**config.mk**
```make
export PLATFORM = sky130hd
export DESIGN_NAME = farthest_segment_pair
export DESIGN_NICKNAME = d
export VERILOG_FILES = /design/src/sv/fsp_pkg.sv /design/src/sv/fsp_isqrt.sv /design/src/sv/farthest_segment_pair.sv
export SDC_FILE = /design/constraint.sdc
export NUM_CORES = 2
export LEC_CHECK = 0
export BUFFER_PORTS_ARGS = -buffer_cell sky130_fd_sc_hd__buf_2
export CORE_AREA = 5 5 626 628
export DETAILED_ROUTE_END_ITERATION = 8
export DIE_AREA = 0 0 631 633
export GPL_TIMING_DRIVEN = 0
export PLACE_DENSITY = 0.5
export SLEW_MARGIN = 20
export SYNTH_ARGS = -nofsm -noshare
export SYNTH_HDL_FRONTEND = slang
export SYNTH_SLANG_ARGS = --single-unit
```
**constraint.sdc**
```tcl
create_clock -name aclk -period 10.9 [get_ports aclk]
set_clock_uncertainty 0.1 [all_clocks]
set_input_delay 2.18 -clock aclk [delete_from_list [all_inputs] [get_ports aclk]]
set_output_delay 2.18 -clock aclk [all_outputs]
set_load 0.01 [all_outputs]
```
**src/sv/fsp_pkg.sv**
```systemverilog
// ----------------------------------------------------------------------------
// fsp_pkg
// Shared types and constants for the farthest segment pair search.
// ----------------------------------------------------------------------------
package fsp_pkg;

    localparam int MAX_SEGMENTS = 64;
    localparam int COORD_BITS   = 12;
    localparam int IDX_BITS     = $clog2(MAX_SEGMENTS);
    localparam int CNT_BITS     = $clog2(MAX_SEGMENTS + 1);
    localparam int SEG_BITS     = 4 * COORD_BITS;
    // squared distance shifted by 16 before the root
    localparam int RAD_BITS     = 2 * COORD_BITS + 1 + 16;
    localparam int ROOT_BITS    = (RAD_BITS + 1) / 2;
    localparam int SCORE_BITS   = ROOT_BITS + 1;
    localparam int STEP_BITS    = $clog2(ROOT_BITS + 1);

    typedef struct packed {
        logic [11:0] start_x;
        logic [11:0] start_y;
        logic [11:0] end_x;
        logic [11:0] end_y;
        logic        is_last;
    } in_word_t;

    typedef struct packed {
        logic        found;
        logic [11:0] first_start_x;
        logic [11:0] first_start_y;
        logic [11:0] first_end_x;
        logic [11:0] first_end_y;
        logic [11:0] second_start_x;
        logic [11:0] second_start_y;
        logic [11:0] second_end_x;
        logic [11:0] second_end_y;
    } out_word_t;

    typedef struct packed {
        logic [COORD_BITS-1:0] sx;
        logic [COORD_BITS-1:0] sy;
        logic [COORD_BITS-1:0] ex;
        logic [COORD_BITS-1:0] ey;
    } seg_t;

endpackage

```
**src/sv/fsp_isqrt.sv**
```systemverilog
// ----------------------------------------------------------------------------
// fsp_isqrt
// Iterative integer square root, one result bit per cycle.
// ----------------------------------------------------------------------------
module fsp_isqrt (
    input  logic                           aclk,
    input  logic                           aresetn,
    input  logic                           start,
    input  logic [fsp_pkg::RAD_BITS-1:0]   radicand,
    output logic                           done,
    output logic [fsp_pkg::ROOT_BITS-1:0]  root
);

    localparam int RB = fsp_pkg::ROOT_BITS;

    logic [RB+1:0]         acc_reg, acc_next;
    logic [RB-1:0]         q_reg, q_next;
    logic [2*RB-1:0]       src_reg, src_next;
    logic [fsp_pkg::STEP_BITS-1:0] cnt_reg, cnt_next;
    logic                  busy_reg, busy_next;
    logic                  done_reg, done_next;
    logic [RB+1:0]         shifted, trial;

    always_comb begin
        shifted   = {acc_reg[RB-1:0], src_reg[2*RB-1 -: 2]};
        trial     = shifted - {q_reg, 2'b01};
        acc_next  = acc_reg;
        q_next    = q_reg;
        src_next  = src_reg;
        cnt_next  = cnt_reg;
        busy_next = busy_reg;
        done_next = 1'b0;
        if (start) begin
            src_next  = (2*RB)'(radicand);
            acc_next  = '0;
            q_next    = '0;
            cnt_next  = fsp_pkg::STEP_BITS'(RB);
            busy_next = 1'b1;
        end else if (busy_reg) begin
            src_next = src_reg << 2;
            if (!trial[RB+1]) begin
                acc_next = trial;
                q_next   = {q_reg[RB-2:0], 1'b1};
            end else begin
                acc_next = shifted;
                q_next   = {q_reg[RB-2:0], 1'b0};
            end
            cnt_next = cnt_reg - 1'b1;
            if (cnt_reg == fsp_pkg::STEP_BITS'(1)) begin
                busy_next = 1'b0;
                done_next = 1'b1;
            end
        end
    end

    always_ff @(posedge aclk) begin
        if (!aresetn) begin
            busy_reg <= 1'b0;
            done_reg <= 1'b0;
            cnt_reg  <= '0;
        end else begin
            busy_reg <= busy_next;
            done_reg <= done_next;
            cnt_reg  <= cnt_next;
        end
        acc_reg <= acc_next;
        q_reg   <= q_next;
        src_reg <= src_next;
    end

    assign done = done_reg;
    assign root = q_reg;

endmodule

```
**src/sv/farthest_segment_pair.sv**
```systemverilog
// ----------------------------------------------------------------------------
// farthest_segment_pair
// Loads segments and finds the pair with the largest endpoint distance sum.
// ----------------------------------------------------------------------------
// Each accepted segment word is written to the store. A word with is_last
// starts a search over all n*(n-1)/2 pairs; every pair needs store reads,
// squaring, two square roots on one shared bit-serial root unit and a compare,
// and a final fetch reads the chosen pair. The input is not ready during the
// search or while the result waits to be taken.
// Segments past MAX_SEGMENTS are dropped; fewer than two, or all-zero scores,
// give found=0 with zero coordinates.
module farthest_segment_pair (
    input  logic               aclk,
    input  logic               aresetn,
    input  logic               s_valid,
    output logic               s_ready,
    input  fsp_pkg::in_word_t  s_data,
    output logic               m_valid,
    input  logic               m_ready,
    output fsp_pkg::out_word_t m_data
);

    localparam int IB = fsp_pkg::IDX_BITS;
    localparam int CB = fsp_pkg::COORD_BITS;

    typedef enum logic [8:0] {
        ST_LOAD  = 9'b000000001,
        ST_RDA   = 9'b000000010,
        ST_RDB   = 9'b000000100,
        ST_SQ    = 9'b000001000,
        ST_ROOT0 = 9'b000010000,
        ST_ROOT1 = 9'b000100000,
        ST_NEXT  = 9'b001000000,
        ST_FETCH = 9'b010000000,
        ST_OUT   = 9'b100000000
    } state_t;

    fsp_pkg::seg_t store_mem [fsp_pkg::MAX_SEGMENTS];
    fsp_pkg::seg_t rd_data;
    logic [IB-1:0] rd_addr;

    state_t state_reg, state_next;
    logic [fsp_pkg::CNT_BITS-1:0] count_reg, count_next;
    logic [IB-1:0] i_reg, i_next, j_reg, j_next;
    logic [IB-1:0] bi_reg, bi_next, bj_reg, bj_next;
    logic [fsp_pkg::SCORE_BITS-1:0] best_reg, best_next, score_reg, score_next;
    logic found_reg, found_next;
    fsp_pkg::seg_t a_reg, a_next, b_reg, b_next;
    logic [fsp_pkg::RAD_BITS-1:0] rad0_reg, rad0_next, rad1_reg, rad1_next;
    logic sq_sel_reg, sq_sel_next;
    logic root_start, root_done;
    logic [fsp_pkg::ROOT_BITS-1:0] root;
    logic [CB-1:0] dxa, dya;
    logic [2*CB-1:0] sqx, sqy;
    logic [2*CB:0] sumsq;
    logic wr_en;
    logic fetch_phase_reg, fetch_phase_next;
    fsp_pkg::out_word_t out_reg, out_next;
    logic [fsp_pkg::SCORE_BITS-1:0] total;

    always_ff @(posedge aclk) begin
        if (wr_en) begin
            store_mem[count_reg[IB-1:0]] <= '{sx: s_data.start_x, sy: s_data.start_y,
                                              ex: s_data.end_x, ey: s_data.end_y};
        end
        rd_data <= store_mem[rd_addr];
    end

    fsp_isqrt u_isqrt (
        .aclk     (aclk),
        .aresetn  (aresetn),
        .start    (root_start),
        .radicand ((state_reg == ST_ROOT0) ? rad1_reg : rad0_reg),
        .done     (root_done),
        .root     (root)
    );

    assign s_ready = (state_reg == ST_LOAD);
    assign m_valid = (state_reg == ST_OUT);
    assign m_data  = out_reg;
    assign wr_en   = s_valid && s_ready &&
                     (count_reg < fsp_pkg::CNT_BITS'(fsp_pkg::MAX_SEGMENTS));

    always_comb begin
        // one shared squarer path: pick endpoint pair by sq_sel_reg
        if (!sq_sel_reg) begin
            dxa = (a_reg.sx > b_reg.sx) ? a_reg.sx - b_reg.sx : b_reg.sx - a_reg.sx;
            dya = (a_reg.sy > b_reg.sy) ? a_reg.sy - b_reg.sy : b_reg.sy - a_reg.sy;
        end else begin
            dxa = (a_reg.ex > b_reg.ex) ? a_reg.ex - b_reg.ex : b_reg.ex - a_reg.ex;
            dya = (a_reg.ey > b_reg.ey) ? a_reg.ey - b_reg.ey : b_reg.ey - a_reg.ey;
        end
        sqx   = (2*CB)'(dxa) * (2*CB)'(dxa);
        sqy   = (2*CB)'(dya) * (2*CB)'(dya);
        sumsq = {1'b0, sqx} + {1'b0, sqy};
        total = score_reg + fsp_pkg::SCORE_BITS'(root);
    end

    always_comb begin
        state_next       = state_reg;
        count_next       = count_reg;
        i_next           = i_reg;
        j_next           = j_reg;
        bi_next          = bi_reg;
        bj_next          = bj_reg;
        best_next        = best_reg;
        score_next       = score_reg;
        found_next       = found_reg;
        a_next           = a_reg;
        b_next           = b_reg;
        rad0_next        = rad0_reg;
        rad1_next        = rad1_reg;
        sq_sel_next      = sq_sel_reg;
        fetch_phase_next = fetch_phase_reg;
        out_next         = out_reg;
        root_start       = 1'b0;
        rd_addr          = i_reg;
        unique case (state_reg)
            ST_LOAD: begin
                if (s_valid) begin
                    if (wr_en) count_next = count_reg + 1'b1;
                    if (s_data.is_last) begin
                        i_next     = '0;
                        j_next     = IB'(1);
                        best_next  = '0;
                        found_next = 1'b0;
                        sq_sel_next = 1'b0;
                        if ((wr_en ? count_reg + 1'b1 : count_reg) < 2) begin
                            state_next = ST_FETCH;
                        end else begin
                            state_next = ST_RDA;
                        end
                        rd_addr = '0;
                    end
                end
            end
            ST_RDA: begin
                rd_addr    = j_reg;
                a_next     = rd_data;
                state_next = ST_RDB;
            end
            ST_RDB: begin
                b_next      = rd_data;
                sq_sel_next = 1'b0;
                state_next  = ST_SQ;
            end
            ST_SQ: begin
                if (!sq_sel_reg) begin
                    rad0_next   = {sumsq, 16'b0};
                    sq_sel_next = 1'b1;
                end else begin
                    rad1_next   = {sumsq, 16'b0};
                    sq_sel_next = 1'b0;
                    root_start  = 1'b1;
                    state_next  = ST_ROOT0;
                end
            end
            ST_ROOT0: begin
                if (root_done) begin
                    score_next  = fsp_pkg::SCORE_BITS'(root);
                    sq_sel_next = 1'b1;
                    root_start  = 1'b1;
                    state_next  = ST_ROOT1;
                end
            end
            ST_ROOT1: begin
                if (root_done) begin
                    score_next  = total;
                    sq_sel_next = 1'b0;
                    state_next  = ST_NEXT;
                end
            end
            ST_NEXT: begin
                if (score_reg > best_reg) begin
                    best_next  = score_reg;
                    bi_next    = i_reg;
                    bj_next    = j_reg;
                    found_next = 1'b1;
                end
                if ({1'b0, j_reg} + 1'b1 < count_reg) begin
                    j_next     = j_reg + 1'b1;
                    rd_addr    = i_reg;
                    state_next = ST_RDA;
                end else if ({1'b0, i_reg} + 2 < count_reg) begin
                    i_next     = i_reg + 1'b1;
                    j_next     = i_reg + 2'd2;
                    rd_addr    = i_reg + 1'b1;
                    state_next = ST_RDA;
                end else begin
                    fetch_phase_next = 1'b0;
                    rd_addr          = (score_reg > best_reg) ? i_reg : bi_reg;
                    state_next       = ST_FETCH;
                end
            end
            ST_FETCH: begin
                rd_addr = bj_reg;
                if (!fetch_phase_reg) begin
                    a_next           = rd_data;
                    fetch_phase_next = 1'b1;
                end else begin
                    out_next.found = found_reg;
                    if (found_reg) begin
                        out_next.first_start_x  = a_reg.sx;
                        out_next.first_start_y  = a_reg.sy;
                        out_next.first_end_x    = a_reg.ex;
                        out_next.first_end_y    = a_reg.ey;
                        out_next.second_start_x = rd_data.sx;
                        out_next.second_start_y = rd_data.sy;
                        out_next.second_end_x   = rd_data.ex;
                        out_next.second_end_y   = rd_data.ey;
                    end else begin
                        out_next = '0;
                    end
                    fetch_phase_next = 1'b0;
                    count_next       = '0;
                    best_next        = '0;
                    state_next       = ST_OUT;
                end
            end
            ST_OUT: begin
                if (m_ready) state_next = ST_LOAD;
            end
            default: state_next = ST_LOAD;
        endcase
    end

    always_ff @(posedge aclk) begin
        if (!aresetn) begin
            state_reg       <= ST_LOAD;
            count_reg       <= '0;
            best_reg        <= '0;
            bi_reg          <= '0;
            bj_reg          <= '0;
            found_reg       <= 1'b0;
            sq_sel_reg      <= 1'b0;
            fetch_phase_reg <= 1'b0;
        end else begin
            state_reg       <= state_next;
            count_reg       <= count_next;
            best_reg        <= best_next;
            bi_reg          <= bi_next;
            bj_reg          <= bj_next;
            found_reg       <= found_next;
            sq_sel_reg      <= sq_sel_next;
            fetch_phase_reg <= fetch_phase_next;
        end
        i_reg     <= i_next;
        j_reg     <= j_next;
        score_reg <= score_next;
        a_reg     <= a_next;
        b_reg     <= b_next;
        rad0_reg  <= rad0_next;
        rad1_reg  <= rad1_next;
        out_reg   <= out_next;
    end

endmodule

```
Word-level counts from Yosys, hierarchy flattened
Memory sizes are Yosys's and may differ from the RTL's. A register that Yosys moved wholly into a read port is not among the register bits. Cells that the tools add are included.

Add/sub/neg operators: 19. Multipliers: 2. $lt $le $gt $ge: 9. Equality and inequality tests: 24. Muxes and demuxes: 75. Bitwise logic cells: 3. Reduce and logical (&&, ||, !) cells: 26.

Operators with widths (number): 2-to-1 mux 22 bit (6); 2-to-1 mux 41 bit (3); one-hot mux 48 bit (2 select lines) (1); subtractor 12 bit (8); one-hot mux 9 bit (9 select lines) (1); 2-to-1 mux 12 bit (6); 2-to-1 mux 6 bit (11); one-hot mux 22 bit (3 select lines) (1); 2-to-1 mux 9 bit (7); greater-than comparator 12 bit (4); multiplier 12 x 12 -> 24 bit (2); 2-to-1 mux 48 bit (1); one-hot mux 22 bit (2 select lines) (1); 2-to-1 mux 8 bit (4); adder 24 x 24 -> 25 bit (1); one-hot mux 6 bit (2 select lines) (2); one-hot mux 6 bit (4 select lines) (1); subtractor 23 bit (1); adder 22 x 21 -> 22 bit (1); greater-than comparator 22 bit (1); 2-to-1 mux 21 bit (1); 2-to-1 mux 7 bit (3); 2-to-1 mux 1 bit (19); != test 2 bit (second input constant) (8); 38 further kinds (64).

Register bits: 421. Bits in writable memories: 3072. Input bits: 53. Output and inout bits: 99. Word-level logic and storage cells: 197. Memories kept: 1.

Memory list: store_mem (depth 64, bits a word 48, read ports 1, clocked after Yosys merged registers in 1, write ports 1, RTL line farthest_segment_pair.sv:38) `fsp_pkg::seg_t store_mem [fsp_pkg::MAX_SEGMENTS];`.

Logic depth before layout (Yosys ltp)
Depth after elaboration: 9. Depth in mapped cells: 41. Gate-level depth less buffers: 39.

Modules after synthesis
A second synthesis with hierarchy kept.

Cells, all modules: 10146. Area total of the unflattened synthesis: 149758.6 um2.

Modules (own cells, without submodules): farthest_segment_pair (times used 1, cells each 9655, area each 144777.6 um2, sequential area each 102588.4 um2); fsp_isqrt (times used 1, cells each 491, area each 4981.0 um2, sequential area each 2232.1 um2).

Worst setup path after synthesis
Ideal clock, no wire load.

Path type: register to register. Start point: reg a_reg[0] (netlist bit). End point: reg rad0_reg[39] (netlist bit), data pin. Library setup time: 262 ps. Data arrival time: 9288 ps. Data required time: 10538 ps. Setup slack: 1250 ps. Stages on the path, launching flop included: 36. Path buffers: 2. Clock period less this slack: 9650 ps. Path through: edfxtp_1 inv_1 ha_1 fa_1 nand2b_1 a211oi_1 o211ai_1 and3_1 nor2_1 buf_1 mux2_2 a311o_1 a21o_1 a221oi_1 clkbuf_1 nor2_1 fa_1 inv_1 fa_1 inv_1 fa_1 fa_1 fa_1 fa_1 inv_1 fa_1 inv_1 ha_1 a21oi_1 o21ai_0 a211oi_1 o31ai_1 or4_1 a41o_1 a21oi_1 xnor2_1.

Word-level cells in the longest chain between the ends: 5. Elaborated cells between the ends (all ways): 7. Those cells by class: add/sub: 3; mul: 1; order compare: 1; mux: 2.

RTL lines: start, declared (RTL line farthest_segment_pair.sv:48) `fsp_pkg::seg_t a_reg, a_next, b_reg, b_next;`; start signal, assigned (RTL line farthest_segment_pair.sv:250) `a_reg <= a_next;`; subtractor 12 bit / greater-than comparator 12 bit (equally long branches) (RTL line farthest_segment_pair.sv:91) `dya = (a_reg.ey > b_reg.ey) ? a_reg.ey - b_reg.ey : b_reg.ey - a_reg.ey;`; 2-to-1 mux 12 bit (*) (RTL line farthest_segment_pair.sv:91); 2-to-1 mux 12 bit (*) (RTL line farthest_segment_pair.sv:86) `if (!sq_sel_reg) begin`; multiplier 12 x 12 -> 24 bit (*) (RTL line farthest_segment_pair.sv:94) `sqy = (2*CB)'(dya) * (2*CB)'(dya);`; adder 24 x 24 -> 25 bit (*) (RTL line farthest_segment_pair.sv:95) `sumsq = {1'b0, sqx} + {1'b0, sqy};`; net sumsq[23] (RTL line farthest_segment_pair.sv:55) `logic [2*CB:0] sumsq;`; end signal, assigned (RTL line farthest_segment_pair.sv:252) `rad0_reg <= rad0_next;`; end, declared (RTL line farthest_segment_pair.sv:49) `logic [fsp_pkg::RAD_BITS-1:0] rad0_reg, rad0_next, rad1_reg, rad1_next;`.

Mark *: on every way through the listed nets, which the timed path passes. The rest lies on a longest branch. A chain may end at the register's enable or synchronous reset.

Final worst setup path
Start point: reg a_reg[22] (netlist bit). End point: reg rad0_reg[39] (netlist bit), data pin.

Word-level cells in the longest chain between the ends: 5. Elaborated cells between the ends (all ways): 7. Those cells by class: add/sub: 3; mul: 1; order compare: 1; mux: 2.

RTL lines: subtractor 12 bit / greater-than comparator 12 bit (equally long branches) (RTL line farthest_segment_pair.sv:90) `dxa = (a_reg.ex > b_reg.ex) ? a_reg.ex - b_reg.ex : b_reg.ex - a_reg.ex;`; 2-to-1 mux 12 bit (*) (RTL line farthest_segment_pair.sv:90); 2-to-1 mux 12 bit (*) (RTL line farthest_segment_pair.sv:86); multiplier 12 x 12 -> 24 bit (*) (RTL line farthest_segment_pair.sv:93) `sqx = (2*CB)'(dxa) * (2*CB)'(dxa);`; adder 24 x 24 -> 25 bit (*) (RTL line farthest_segment_pair.sv:95); net sumsq[23] (RTL line farthest_segment_pair.sv:55).

Marked as above.

==> impl_metrics.toml <==
[outcome]
status = "complete, no violations"

[die]
die_h_um = 633
die_w_um = 631
coreArea_um2 = 385000
start_util_pct = 39.9
io_pins = 152
dieArea_um2 = 399000
rows = 228

[cts]
cts-root-buf = "clkbuf_16"
cts_sinks = 3525
numCtsBuffers = 386
cts_tree = "done"
h-tree-depth = 5
max-clock-path-buffers = 4
clk_transition_reported_paths_ps = 60
hold_buffers = 0
clk_latency_ps = 1000

[layout]
fin_util_pct = 46.9
instances_no_fill = 17500
seq_area_um2 = 104000
syn_to_final_growth_pct = 17.5
largest_reg_flops = 3072
n_fill_cell = 33600
layout-drive-gt1-share_pct = 11.6
finish.net_count = 12600
multi_input_area_um2 = 45400

[grt]
grt_pass1_wl_um = 797000
grt_max_degree = 87
grt_use_total_pct = 28.1
grt_pass1_vias = 102000
antenna_found_initial = 80
gr-total-overflow = 0

[critical_path]
cp.arrival_ps = 11100
crit_fanout = 10
critPathKind = "flip-flop to flip-flop"
slowest_stage = "fa_1"
end_kind = "flip-flop"
max_stage_delay_ps = 540
startpoint_type = "flip-flop"
required_ps = 11490
cpMostUsedCell = "fa_1"

[run]
max-cap-violations = 0

[routing]
dr.pass1.iters = 8
via_count = 105000
viasPerCell = 6.03
ant_nets = 0
wl_um = 581000
drtIter0Drc = 13200
wl_per_cell_um = 33.2
drc = 0

[timing]
rsz0062_at_grt = "no"
setup_viol = 0
finalMaxSlewViolations = 0
fmax_mhz = 95.1
worst_pin_slew_ps = 1350
slew_headroom_pct = 9.48
finalHoldViolations = 0
fin_crit_sh_pct = 96.4
setup_ws_ps = 388
finalCriticalPeriod_ps = 10510

[logic_synthesis]
yosysMostFrequentCell = "edfxtp_1"
yosys.area.top_type = "edfxtp_1"
async_flop_share_pct = 0
yosysSeqAreaShare_pct = 68.0
synth_fp_nets = 11800
netlist_area_um2 = 153000
synth_warnings = 0
yosysUniqueCellTypes = 94
synth-edff-count = 3374
synth_seq_cells = 3525
synth_area_per_cell_um2 = 13.7
synth.area.top_cells = "edfxtp_1, mux2i_1, a21oi_1"
synth_top_cell_area_share_pct = 66.0
syn_inst = 11200
ys_top_cells_by_count = "edfxtp_1, a21oi_1, o21ai_0, nand3_1, mux2i_1"
ys.flop_type = "edfxtp_1"

[place]
dp_hpwl_um = 420000
place_ws_ps = -1200
place_inst = 16700
gp_congestion = 0.911
port_buffers = 150

[worst_hold_path]
hp-class = "flip-flop to flip-flop"
critical path, delay by kind of cell, from the launching register on:
| kind | cells | cell delay [ps] |
|---|---|---|
| adders and majority gates | 9 | 4090 |
| DFF | 1 | 390 |
| and+or+nand+nor | 7 | 1950 |
| xor gates and xnor gates | 2 | 270 |
| AOI/OAI and AO/OA | 10 | 2080 |
| buffers and inverters | 7 | 1310 |
metrics by stage:
stage / TNS, ps / hold WS (ps) / instance area, µm²
2_1_floorplan: 0 / 318 / 153000
3_3_place_gp: -43950 / 331 / 161000
5_1_grt: 0 / 374 / 180000
3_5_place_dp: -13110 / 341 / 168000
6_report: 0 / 347 / 180000
4_1_cts: 0 / 355 / 180000
routing by layer:
| metal | vias up | track usage, % | part of all wire, % |
|---|---|---|---|
| li1 | 44700 | - | - |
| met1 | 53800 | 37.4 | 39 |
| met2 | 5698 | 44.3 | 46 |
| met3 | 1102 | 6.54 | 10 |
| met4 | 60 | 12.1 | 4.9 |
| met5 | - | 0 | 0.056 |
cell type report:
type	instances	share of cell area, %
multi-input combinational	6440	25.2
timing repair buffer	457	3.79
sequential	3525	57.9
clock inverter	232	1.13
inverter	504	1.06
antenna	31	0.0430
buffer	755	1.71
clock buffer	475	5.70
tap	5060	3.51
worst paths after layout:
check	from	endpoint	slack [ps]	cells after the start
worst min register to register	rd_data[43]	a_reg[43]	350	0
worst min-delay path	rd_data[43]	a_reg[43]	350	0
worst max register to register	a_reg[22]	rad0_reg[39]	390	35
worst max-delay path	a_reg[22]	rad0_reg[39]	390	35
cell families (layout without fill, tap and decap cells):
family,after synthesis,count (layout),synth area share (%)
compound gates,2767,2767,10.6
xor+xnor,102,102,0.582
fa+ha+maj,490,490,5.03
buf+inv,1261,2423,3.20
flops,3525,3525,68.0
mux,767,767,5.03
other cells,0,31,0
simple gates,2314,2314,7.61
cells in the final DEF, fill, tap and decap left out, drive strengths merged, types with 61 or more instances in the layout:
cell type  instances
o22ai            327
ha               279
nor2             307
clkbuf          1016
o21ai            884
nor4              62
nand4            133
and3             140
xnor2             63
nand3            831
clkinv           182
buf              670
and2             133
o211ai            75
mux2i            739
a2111oi           61
dfxtp            151
a21oi            941
edfxtp          3374
fa               211
inv              508
o41ai            125
nand2            463
what timing repair did:
| action | 4_1_cts | 5_1_grt |
|---|---|---|
| setup buffers | 6 | 2 |
| gates resized for setup | 27 | 36 |
| pin swaps | 2 | 1 |
| setup endpoints to repair | 24 | 12 |
| cloned | 0 | 0 |
Power is not shown: default switching activity piles up to over one toggle a cycle in this logic, so the estimate is an artifact.
